**config.mk**
```make
export PLATFORM = sky130hd
export DESIGN_NAME = fce_sequencer
export DESIGN_NICKNAME = d
export VERILOG_FILES = /design/src/rtl/core/fce_pkg.sv /design/src/rtl/core/fce_sequencer.sv
export SDC_FILE = /design/constraint.sdc
export NUM_CORES = 1
export LEC_CHECK = 0
export BUFFER_PORTS_ARGS = -buffer_cell sky130_fd_sc_hd__buf_2
export CELL_PAD_IN_SITES_DETAIL_PLACEMENT = 2
export CELL_PAD_IN_SITES_GLOBAL_PLACEMENT = 2
export CORE_ASPECT_RATIO = 0.9
export CORE_MARGIN = 5
export CORE_UTILIZATION = 34
export DETAILED_ROUTE_END_ITERATION = 8
export PLACE_DENSITY = 0.89
export RECOVER_POWER = 25
export SLEW_MARGIN = 40
export SYNTH_ARGS = -nofsm -noshare
export SYNTH_HDL_FRONTEND = slang
export SYNTH_SLANG_ARGS = --single-unit
```
**constraint.sdc**
```tcl
create_clock -name clk -period 3.78 [get_ports clk]
set_input_delay 0.189 -clock clk [delete_from_list [all_inputs] [get_ports clk]]
set_output_delay 0.189 -clock clk [all_outputs]
set_load 0.01 [all_outputs]
```
**src/rtl/core/fce_pkg.sv**
```systemverilog
// fce_pkg: shared types, codes and constants of the FAT chain engine.
// No dependencies; used by every module under rtl/core except the generic fce_link_ram.
`timescale 1ns / 1ps

package fce_pkg;

  // Table geometry
  localparam int NUM_BLOCKS      = 1024;
  localparam int BLOCK_BYTES     = 1024;   // power of two
  localparam int RESERVED_BLOCKS = 6;

  // Field widths of the command and response items
  localparam int FUNC_W   = 3;
  localparam int BLOCK_W  = 10;
  localparam int OFFSET_W = 20;
  localparam int STATUS_W = 2;

  // Derived widths and the link entry width
  localparam int ADDR_W       = $clog2(NUM_BLOCKS);
  localparam int LINK_W       = 16;
  localparam int OFFSET_SHIFT = $clog2(BLOCK_BYTES);
  localparam int STEP_W       = OFFSET_W - OFFSET_SHIFT;

  // Link entry encoding
  localparam logic [LINK_W-1:0] LINK_FREE = 16'h0000;
  localparam logic [LINK_W-1:0] LINK_END  = 16'hFFFF;

  // Command codes
  localparam logic [FUNC_W-1:0] FUNC_ALLOC    = 3'd0;
  localparam logic [FUNC_W-1:0] FUNC_SEEK     = 3'd1;
  localparam logic [FUNC_W-1:0] FUNC_EXTEND   = 3'd2;
  localparam logic [FUNC_W-1:0] FUNC_FREE     = 3'd3;
  localparam logic [FUNC_W-1:0] FUNC_TRUNCATE = 3'd4;

  // Status codes
  localparam logic [STATUS_W-1:0] STATUS_OK      = 2'd0;
  localparam logic [STATUS_W-1:0] STATUS_NO_FREE = 2'd1;
  localparam logic [STATUS_W-1:0] STATUS_BROKEN  = 2'd2;

  typedef struct packed {
    logic [FUNC_W-1:0]   func;
    logic [BLOCK_W-1:0]  start_block;
    logic [OFFSET_W-1:0] byte_offset;
  } cmd_t;

  typedef struct packed {
    logic [BLOCK_W-1:0]  block;
    logic [STATUS_W-1:0] status;
  } rsp_t;

  // Link table write port
  typedef struct packed {
    logic              en;
    logic [ADDR_W-1:0] addr;
    logic [LINK_W-1:0] data;
  } link_wr_t;

  // Entry points to another block of the table
  function automatic logic is_link(input logic [LINK_W-1:0] e);
    return (e != LINK_FREE) && (e != LINK_END) && (32'(e) < NUM_BLOCKS);
  endfunction

endpackage

```
**src/rtl/core/fce_sequencer.sv**
```systemverilog
// fce_sequencer: command state machine that walks, scans and rewrites the link table.
// Depends on fce_pkg; drives the ports of fce_link_ram.
`timescale 1ns / 1ps

module fce_sequencer (
  input  logic                        clk,
  input  logic                        rst,
  input  logic                        cmd_valid,
  output logic                        cmd_ready,
  input  fce_pkg::cmd_t               cmd,
  input  logic                        slot_free,
  output logic                        res_load,
  output fce_pkg::rsp_t               res,
  output fce_pkg::link_wr_t           mem_wr,
  output logic [fce_pkg::ADDR_W-1:0]  mem_raddr,
  input  logic [fce_pkg::LINK_W-1:0]  mem_rdata
);

  typedef enum logic [2:0] {
    S_CLEAR,
    S_IDLE,
    S_WALK,
    S_FREE,
    S_SCAN,
    S_LINK,
    S_DONE
  } state_t;

  localparam logic [fce_pkg::ADDR_W-1:0] FIRST_ALLOC =
    fce_pkg::ADDR_W'(fce_pkg::RESERVED_BLOCKS);
  localparam logic [fce_pkg::ADDR_W-1:0] LAST_BLOCK =
    fce_pkg::ADDR_W'(fce_pkg::NUM_BLOCKS - 1);

  state_t                       state, state_next;
  logic [fce_pkg::FUNC_W-1:0]   op, op_next;
  logic [fce_pkg::ADDR_W-1:0]   cur, cur_next;
  logic [fce_pkg::ADDR_W-1:0]   keep_blk, keep_blk_next;
  logic [fce_pkg::ADDR_W-1:0]   scan_idx, scan_idx_next;
  logic [fce_pkg::ADDR_W-1:0]   clr_idx, clr_idx_next;
  logic [fce_pkg::STEP_W-1:0]   cnt, cnt_next;
  logic [fce_pkg::STEP_W-1:0]   steps, steps_next;
  fce_pkg::rsp_t                res_q, res_next;
  logic [fce_pkg::LINK_W-1:0]   e;
  logic                         start_ok;

  assign e         = mem_rdata;
  assign start_ok  = 32'(cmd.start_block) < fce_pkg::NUM_BLOCKS;
  assign cmd_ready = (state == S_IDLE);
  assign res       = res_q;

  // Next-state and memory port logic
  always_comb begin
    state_next    = state;
    op_next       = op;
    cur_next      = cur;
    keep_blk_next = keep_blk;
    scan_idx_next = scan_idx;
    clr_idx_next  = clr_idx;
    cnt_next      = cnt;
    steps_next    = steps;
    res_next      = res_q;
    mem_wr        = '0;
    mem_raddr     = cur;
    res_load      = 1'b0;

    case (state)
      // Post-reset sweep: reserved blocks end a chain, the rest are free
      S_CLEAR: begin
        mem_wr.en   = 1'b1;
        mem_wr.addr = clr_idx;
        mem_wr.data = (32'(clr_idx) < fce_pkg::RESERVED_BLOCKS) ?
                      fce_pkg::LINK_END : fce_pkg::LINK_FREE;
        if (clr_idx == LAST_BLOCK) begin
          state_next = S_IDLE;
        end else begin
          clr_idx_next = clr_idx + 1'b1;
        end
      end

      // Take a command and issue its first read
      S_IDLE: begin
        if (cmd_valid) begin
          op_next    = cmd.func;
          cur_next   = fce_pkg::ADDR_W'(cmd.start_block);
          cnt_next   = '0;
          steps_next = fce_pkg::STEP_W'(cmd.byte_offset >> fce_pkg::OFFSET_SHIFT);
          mem_raddr  = fce_pkg::ADDR_W'(cmd.start_block);
          case (cmd.func)
            fce_pkg::FUNC_ALLOC: begin
              mem_raddr     = FIRST_ALLOC;
              scan_idx_next = FIRST_ALLOC;
              state_next    = S_SCAN;
            end
            fce_pkg::FUNC_SEEK, fce_pkg::FUNC_EXTEND, fce_pkg::FUNC_TRUNCATE: begin
              if (cmd.func == fce_pkg::FUNC_EXTEND) begin
                steps_next = '0;
              end
              if (start_ok) begin
                state_next = S_WALK;
              end else begin
                res_next   = '{block: '0, status: fce_pkg::STATUS_BROKEN};
                state_next = S_DONE;
              end
            end
            fce_pkg::FUNC_FREE: begin
              if (start_ok) begin
                state_next = S_FREE;
              end else begin
                res_next   = '{block: '0, status: fce_pkg::STATUS_BROKEN};
                state_next = S_DONE;
              end
            end
            default: begin
              res_next   = '{block: '0, status: fce_pkg::STATUS_OK};
              state_next = S_DONE;
            end
          endcase
        end
      end

      // Follow links; e is the entry of block cur
      S_WALK: begin
        if (e == fce_pkg::LINK_FREE) begin
          res_next   = '{block: '0, status: fce_pkg::STATUS_BROKEN};
          state_next = S_DONE;
        end else if (cnt == steps) begin
          case (op)
            fce_pkg::FUNC_SEEK: begin
              res_next   = '{block: fce_pkg::BLOCK_W'(cur), status: fce_pkg::STATUS_OK};
              state_next = S_DONE;
            end
            fce_pkg::FUNC_EXTEND: begin
              if (e == fce_pkg::LINK_END) begin
                mem_raddr     = FIRST_ALLOC;
                scan_idx_next = FIRST_ALLOC;
                state_next    = S_SCAN;
              end else if (fce_pkg::is_link(e)) begin
                res_next   = '{block: fce_pkg::BLOCK_W'(e), status: fce_pkg::STATUS_OK};
                state_next = S_DONE;
              end else begin
                res_next   = '{block: '0, status: fce_pkg::STATUS_BROKEN};
                state_next = S_DONE;
              end
            end
            default: begin
              // Truncate: reached block becomes the new end, the tail is freed
              mem_wr.en   = 1'b1;
              mem_wr.addr = cur;
              mem_wr.data = fce_pkg::LINK_END;
              if (e == fce_pkg::LINK_END) begin
                res_next   = '{block: fce_pkg::BLOCK_W'(cur), status: fce_pkg::STATUS_OK};
                state_next = S_DONE;
              end else if (fce_pkg::is_link(e)) begin
                keep_blk_next = cur;
                cur_next      = fce_pkg::ADDR_W'(e);
                mem_raddr     = fce_pkg::ADDR_W'(e);
                state_next    = S_FREE;
              end else begin
                res_next   = '{block: '0, status: fce_pkg::STATUS_BROKEN};
                state_next = S_DONE;
              end
            end
          endcase
        end else if (!fce_pkg::is_link(e)) begin
          res_next   = '{block: '0, status: fce_pkg::STATUS_BROKEN};
          state_next = S_DONE;
        end else begin
          cur_next  = fce_pkg::ADDR_W'(e);
          cnt_next  = fce_pkg::STEP_W'(cnt + 1'b1);
          mem_raddr = fce_pkg::ADDR_W'(e);
        end
      end

      // Free the chain block by block; next read overlaps the write
      S_FREE: begin
        if (e == fce_pkg::LINK_FREE) begin
          res_next   = '{block: '0, status: fce_pkg::STATUS_BROKEN};
          state_next = S_DONE;
        end else begin
          mem_wr.en   = 1'b1;
          mem_wr.addr = cur;
          mem_wr.data = fce_pkg::LINK_FREE;
          if (e == fce_pkg::LINK_END) begin
            res_next.status = fce_pkg::STATUS_OK;
            res_next.block  = (op == fce_pkg::FUNC_TRUNCATE) ?
                              fce_pkg::BLOCK_W'(keep_blk) : '0;
            state_next      = S_DONE;
          end else if (!fce_pkg::is_link(e)) begin
            res_next   = '{block: '0, status: fce_pkg::STATUS_BROKEN};
            state_next = S_DONE;
          end else begin
            cur_next  = fce_pkg::ADDR_W'(e);
            mem_raddr = fce_pkg::ADDR_W'(e);
          end
        end
      end

      // Search for the first free block above the reserved area
      S_SCAN: begin
        if (e == fce_pkg::LINK_FREE) begin
          mem_wr.en = 1'b1;
          if (op == fce_pkg::FUNC_ALLOC) begin
            mem_wr.addr = scan_idx;
            mem_wr.data = fce_pkg::LINK_END;
            res_next    = '{block: fce_pkg::BLOCK_W'(scan_idx), status: fce_pkg::STATUS_OK};
            state_next  = S_DONE;
          end else begin
            mem_wr.addr   = cur;
            mem_wr.data   = fce_pkg::LINK_W'(scan_idx);
            keep_blk_next = scan_idx;
            state_next    = S_LINK;
          end
        end else if (scan_idx == LAST_BLOCK) begin
          res_next   = '{block: '0, status: fce_pkg::STATUS_NO_FREE};
          state_next = S_DONE;
        end else begin
          scan_idx_next = scan_idx + 1'b1;
          mem_raddr     = scan_idx + 1'b1;
        end
      end

      // Extend: mark the new tail block as chain end
      S_LINK: begin
        mem_wr.en   = 1'b1;
        mem_wr.addr = keep_blk;
        mem_wr.data = fce_pkg::LINK_END;
        res_next    = '{block: fce_pkg::BLOCK_W'(keep_blk), status: fce_pkg::STATUS_OK};
        state_next  = S_DONE;
      end

      // Hand the result to the output register when it has room
      S_DONE: begin
        if (slot_free) begin
          res_load   = 1'b1;
          state_next = S_IDLE;
        end
      end

      default: begin
        state_next = S_IDLE;
      end
    endcase
  end

  // State and working registers
  always_ff @(posedge clk) begin
    if (rst) begin
      state   <= S_CLEAR;
      clr_idx <= '0;
    end else begin
      state   <= state_next;
      clr_idx <= clr_idx_next;
    end
    op       <= op_next;
    cur      <= cur_next;
    keep_blk <= keep_blk_next;
    scan_idx <= scan_idx_next;
    cnt      <= cnt_next;
    steps    <= steps_next;
    res_q    <= res_next;
  end

endmodule

```
; After elaboration in Yosys (flattened, before gate mapping)
; Index checks and enable logic that the tools add are counted.
[totals]
elab_cells = 162
output_inout_bits = 51
ff_bits = 78
input_bits = 53
[op_classes]
n_reduce_logical = 23
n_mux = 84
magnitude_cmp = 2
bitwise_logic = 1
eq_ne = 39
addsub = 3
[ops]
columns = cell, count
row1 = $mux W10, 36
row2 = $mux W12, 13
row3 = $mux W27, 5
row4 = $pmux W27 S5, 1
row5 = $pmux W10 S2, 3
row6 = $pmux W10 S3, 2
row7 = $pmux W12 S5, 1
row8 = $pmux W10 S4, 1
row9 = $mux W3, 12
row10 = $add A10 B1 Y10 const B, 3
row11 = $ne A2 B2 Y1 const B, 15
row12 = $mux W26, 1
row13 = $pmux W12 S2, 1
row14 = $pmux W3 S7, 1
row15 = $eq A10 B10 Y1 const B, 2
row16 = $eq A16 B16 Y1 const B, 1
row17 = $logic_not A16 Y1, 1
row18 = $lt A16 B11 Y1 const B, 1
row19 = $mux W16, 1
row20 = $ne A16 B16 Y1 const B, 1
row21 = $reduce_bool A16 Y1, 1
row22 = $eq A3 B2 Y1 const B, 5
row23 = $eq A3 B3 Y1 const B, 5
row24 = $eq A10 B10 Y1, 1
row25 = 24 further kinds, 38

; Logic depth before layout (Yosys ltp)
[depth]
ltp_word = 9
ltp_mapped = 9
mapped_depth_nobuf = 8

; Worst setup path before layout
; OpenSTA, ideal clock, no wires.
[synth_timing]
path_kind = register to register
from = reg cnt[7] (netlist name)
to = reg scan_idx[0] (netlist name), enable pin
synth_period_minus_slack_ns = 2.875
n_path_buf = 0
path_stages_with_launch = 8
required_time_ns = 3.390
setup_slack_ns = 0.905
setup_ns = 0.390
arrival_ns = 2.485
cell_sequence = edfxtp_1 -> xor2_1 -> nor4_1 -> nand3_2 -> nand3b_1 -> nor3b_1 -> a211oi_1 -> nor3_1
[synth_between]
elab_chain_cells = 3
[synth_lines]
columns = item, line_no
row1 = start: declaration, fce_sequencer.sv:40  ; logic [fce_pkg::STEP_W-1:0] cnt, cnt_next;
row2 = start signal: assignment, fce_sequencer.sv:258  ; cnt <= cnt_next;
row3 = $eq A10 B10 Y1, fce_sequencer.sv:126  ; end else if (cnt == steps) begin
row4 = $ne A2 B2 Y1 (no source line), n/a
row5 = $reduce_and A9 Y1 (no source line), n/a
row6 = end signal: assignment, fce_sequencer.sv:257  ; scan_idx <= scan_idx_next;
row7 = end: declaration, fce_sequencer.sv:38  ; logic [fce_pkg::ADDR_W-1:0] scan_idx, scan_idx_next;
; Every way passes these cells.
; A chain may end at the register's enable or synchronous reset.

; Worst setup path in the final report
[layout_timing]
from = reg state[1]
to = out mem_raddr[5] (netlist name)
[layout_between]
elab_chain_cells = 2
elab_cells_between_ends = 5
classes_between = eq/ne (4) / mux (1)
[layout_lines]
columns = item, line_no
row1 = start: declaration, fce_sequencer.sv:34  ; state_t state, state_next;
row2 = start signal: assignment, fce_sequencer.sv:251  ; state <= state_next;
row3 = "$eq A3 B3 Y1, or another cell as far along", fce_sequencer.sv:66  ; case (state)
row4 = $pmux W10 S4 (*), fce_sequencer.sv:66
row5 = end: declaration, fce_sequencer.sv:15  ; output logic [fce_pkg::ADDR_W-1:0] mem_raddr,
; Mark *: on every way between the ends. The rest lies on a longest branch, timed or not.

==> qor.yml <==
cts_tree: "done"
outcome: "finished, final reports clean"
final_max_slew_viol_count: 0
cts_buffers: 9
synth-edff-count: 65
post-route-drc-count: 0
hold_buffers: 0
cts_resized: 0
skew_ns: 0.01149
setup_tns_ns: 0
root_buffer: "clkbuf_16"
antenna_found_initial: 0
synth_top_family_by_area: "compound AO/OA/AOI/OAI gates"
worstPathMaxFanout: 21
fp.coreArea_um2: 16130
synth_area_leaders: "edfxtp_1, nand2_1, nor2_1"
viasPerCell: 6.576
slew_headroom: 0.1581
r2r_cells: 8
drtPass1Iterations: 6
max_stage_delay_ns: 0.74
yosysWarnings: 0
critPathTopFamily: "buffers and inverters"
overflow: 0
setup_violations: 0
synth_top_area_share: 0.3488
crit_buf_inv: 3
hp-class: "input port to register"
chipWidth_um: 145.2
crit_chain: "clkbuf_1, nor3b_2, buf_4, nand2_1, mux2i_1, a221oi_1, o21ai_0, o21ai_0, o211ai_1, buf_2"
place_area_um2: 6331
rsz0062_at_grt: "no"
dp.cells: 926
synth_xor_area_frac: 0.04539
first_global_vias: 6629
cp-start-kind: "register"
port_buffers: 93
synthCells: 650
worstPathArrival_ns: 3.36
yosys.area.top_type: "edfxtp_1"
fillers: 1792
leakage_nw: 2.405
fp.dieH_um: 131.7
synthesis.nets: 706
cpMaxStageDelayCell: "dfxtp_1"
dieArea_um2: 19130
pwr-share-comb: 0.049
reg2reg_slack_ns: 0.69
seq_power_share: 0.464
crit_cells: 10
syn_to_final_growth_pct: 18.14
cp-endpoint: "mem_raddr[5]"
synth_fa_ha_area_frac: 0.006708
crit_path_start: "state[1]"
final_util: 0.4098
synth_cell_type_count: 70
muxShareOfSynthArea: 0.01096
dpl.hpwl_um: 18480
critPathCaptureType: "output port"
worstMarginPinSlew_ns: 1.260
critical_path_class: "register to output port"
clock_power_share: 0.486
switching_share: 0.2318
drive_gt1_frac: 0.1905
intPower_w: 0.001537
power_density_nw_per_um2: 302.7
stdcell_area_um2: 6610
peakVddDrop_mv: 0.2768
synth_simple_gate_area_frac: 0.2462
synth-compound-area-share: 0.2502
grt_max_degree: 22
diodes: 0
drv_cap: 0
fp-row-count: 44
ys_ff_latch: 78
cpMostUsedCell: "o21ai_0"
finalCritPeriodShare: 0.9395
grt_usage: 0.2673
fmax_mhz: 281.6
wl_um: 26350
worstPathRequired_ns: 3.59
async_flop_share: 0
synth_top_flop_cell: "edfxtp_1"
power_w: 0.002001
dr.first_iter.drc_count: 626
grt_pass1_wl_um: 40260
period_needed_ns: 3.551
syn-cell-area_um2: 5595
post_cts_buffers: 0
cts.reportedPaths.clkPinSlew_ns: 0.07
finalNonFillerCells: 942
cts_sinks: 78
htreeDepth: 3
clk_latency_ns: 0.36
start_util: 0.3469
syn_area_per_cell_um2: 8.608
wl_per_cell_um: 27.97
clock_path_buffers: 2
final-hold-violation-count: 0
gp_congestion: 0.9189
rr_startpoint: "cnt[6]"
drtAntennaViolNets: 0
vias: 6195
nets: 786
ios: 104
ys_seq_area_frac: 0.3953
r2r_end: "scan_idx[3]"
p_switching_w: 0.0004638
-- cell usage in the layout, fill, tap and decap left out, types with 6 or more instances in the layout --
master,count
edfxtp_1,65
clkbuf_16,9
nor3_1,12
o21ai_0,40
xor2_1,24
a221o_1,11
buf_2,78
buf_4,25
a22oi_1,14
nor2b_1,18
nand2_1,84
o31ai_1,12
nand4_1,11
nor2_1,78
a22o_1,12
a21oi_1,46
or3_1,7
and3_1,6
nand3_1,16
a31oi_1,7
clkbuf_1,18
a222oi_1,10
a221oi_1,17
inv_1,6
dfxtp_1,13
-- power by group through the flow --
stage	clock, W	sequential (W)	combinational, W
finish	0.000973	0.000929	0.0000988
global route	0.00102	0.000929	0.000106
CTS	0.000981	0.000929	0.0000985
detailed placement	0	0.000948	0.0000965
global placement	0	0.000948	0.0000894
floorplan	0	0.000946	0.0000398
-- stage by stage --
step	setup slack (ns)	hold slack [ns]
3_5_place_dp	0.6694	0.4897
5_1_grt	0.06681	0.1381
2_1_floorplan	0.9049	0.2581
4_1_cts	0.3254	0.1113
3_3_place_gp	0.8428	0.4765
6_report	0.2287	0.1357
-- registers in the layout, summed over array words and instances (netlist names) --
signal	cells
state	3
cur	10
keep_blk	10
cnt	10
scan_idx	10
res	12
steps	10
clr_idx	10
op	3
-- worst min path at each step --
| stage | cells after the start | end | from | slack [ns] |
|---|---|---|---|---|
| 2_1_floorplan | 1 | state[2] | rst | 0.26 |
| 3_3_place_gp | 1 | op[2] | cmd[32] | 0.48 |
| 3_5_place_dp | 1 | op[1] | cmd[31] | 0.49 |
| 4_1_cts | 1 | op[1] | cmd[31] | 0.11 |
| 5_1_grt | 2 | steps[4] | cmd[14] | 0.14 |
| 6_report | 2 | steps[4] | cmd[14] | 0.14 |
-- metal layers --
| metal | track usage | wire (um) | part of all wire | vias to the layer above |
|---|---|---|---|---|
| li1 | - | - | - | 2609 |
| met1 | 0.3325 | 10540 | 0.40 | 3134 |
| met2 | 0.4429 | 12510 | 0.47 | 376 |
| met3 | 0.08333 | 2525 | 0.096 | 76 |
| met4 | 0.08653 | 768 | 0.029 | 0 |
| met5 | 0 | 0 | 0 | - |
-- synth_stat cells (7+ instances only) --
master	count
clkbuf_1	37
nand3_1	16
a22o_1	12
a31oi_1	7
a222oi_1	10
nand2_1	84
buf_2	7
nor2_1	80
a21oi_1	47
dfxtp_1	13
o31ai_1	12
a221oi_1	17
a22oi_1	14
or3_1	7
a221o_1	11
nor3_1	13
edfxtp_1	65
nor2b_1	18
nand4_1	11
o21ai_0	40
xor2_1	24
-- logic make-up after synthesis --
group / after synthesis
mux: 6
fa+ha+maj: 3
xor+xnor: 29
simple gates: 275
buf+inv: 58
compound gates: 201
flops: 78
-- cell type report --
class	count	area, um2	area share
multi-input cells	514	3157	0.4776
clock inverters	7	88.84	0.01344
clock buffers	9	225.2	0.03407
well taps	207	259.0	0.03918
inverters	6	22.52	0.003407
repair buffers	121	645.6	0.09767
flip-flops and latches	78	2212	0.3347
(Power assumes the default switching activity.)
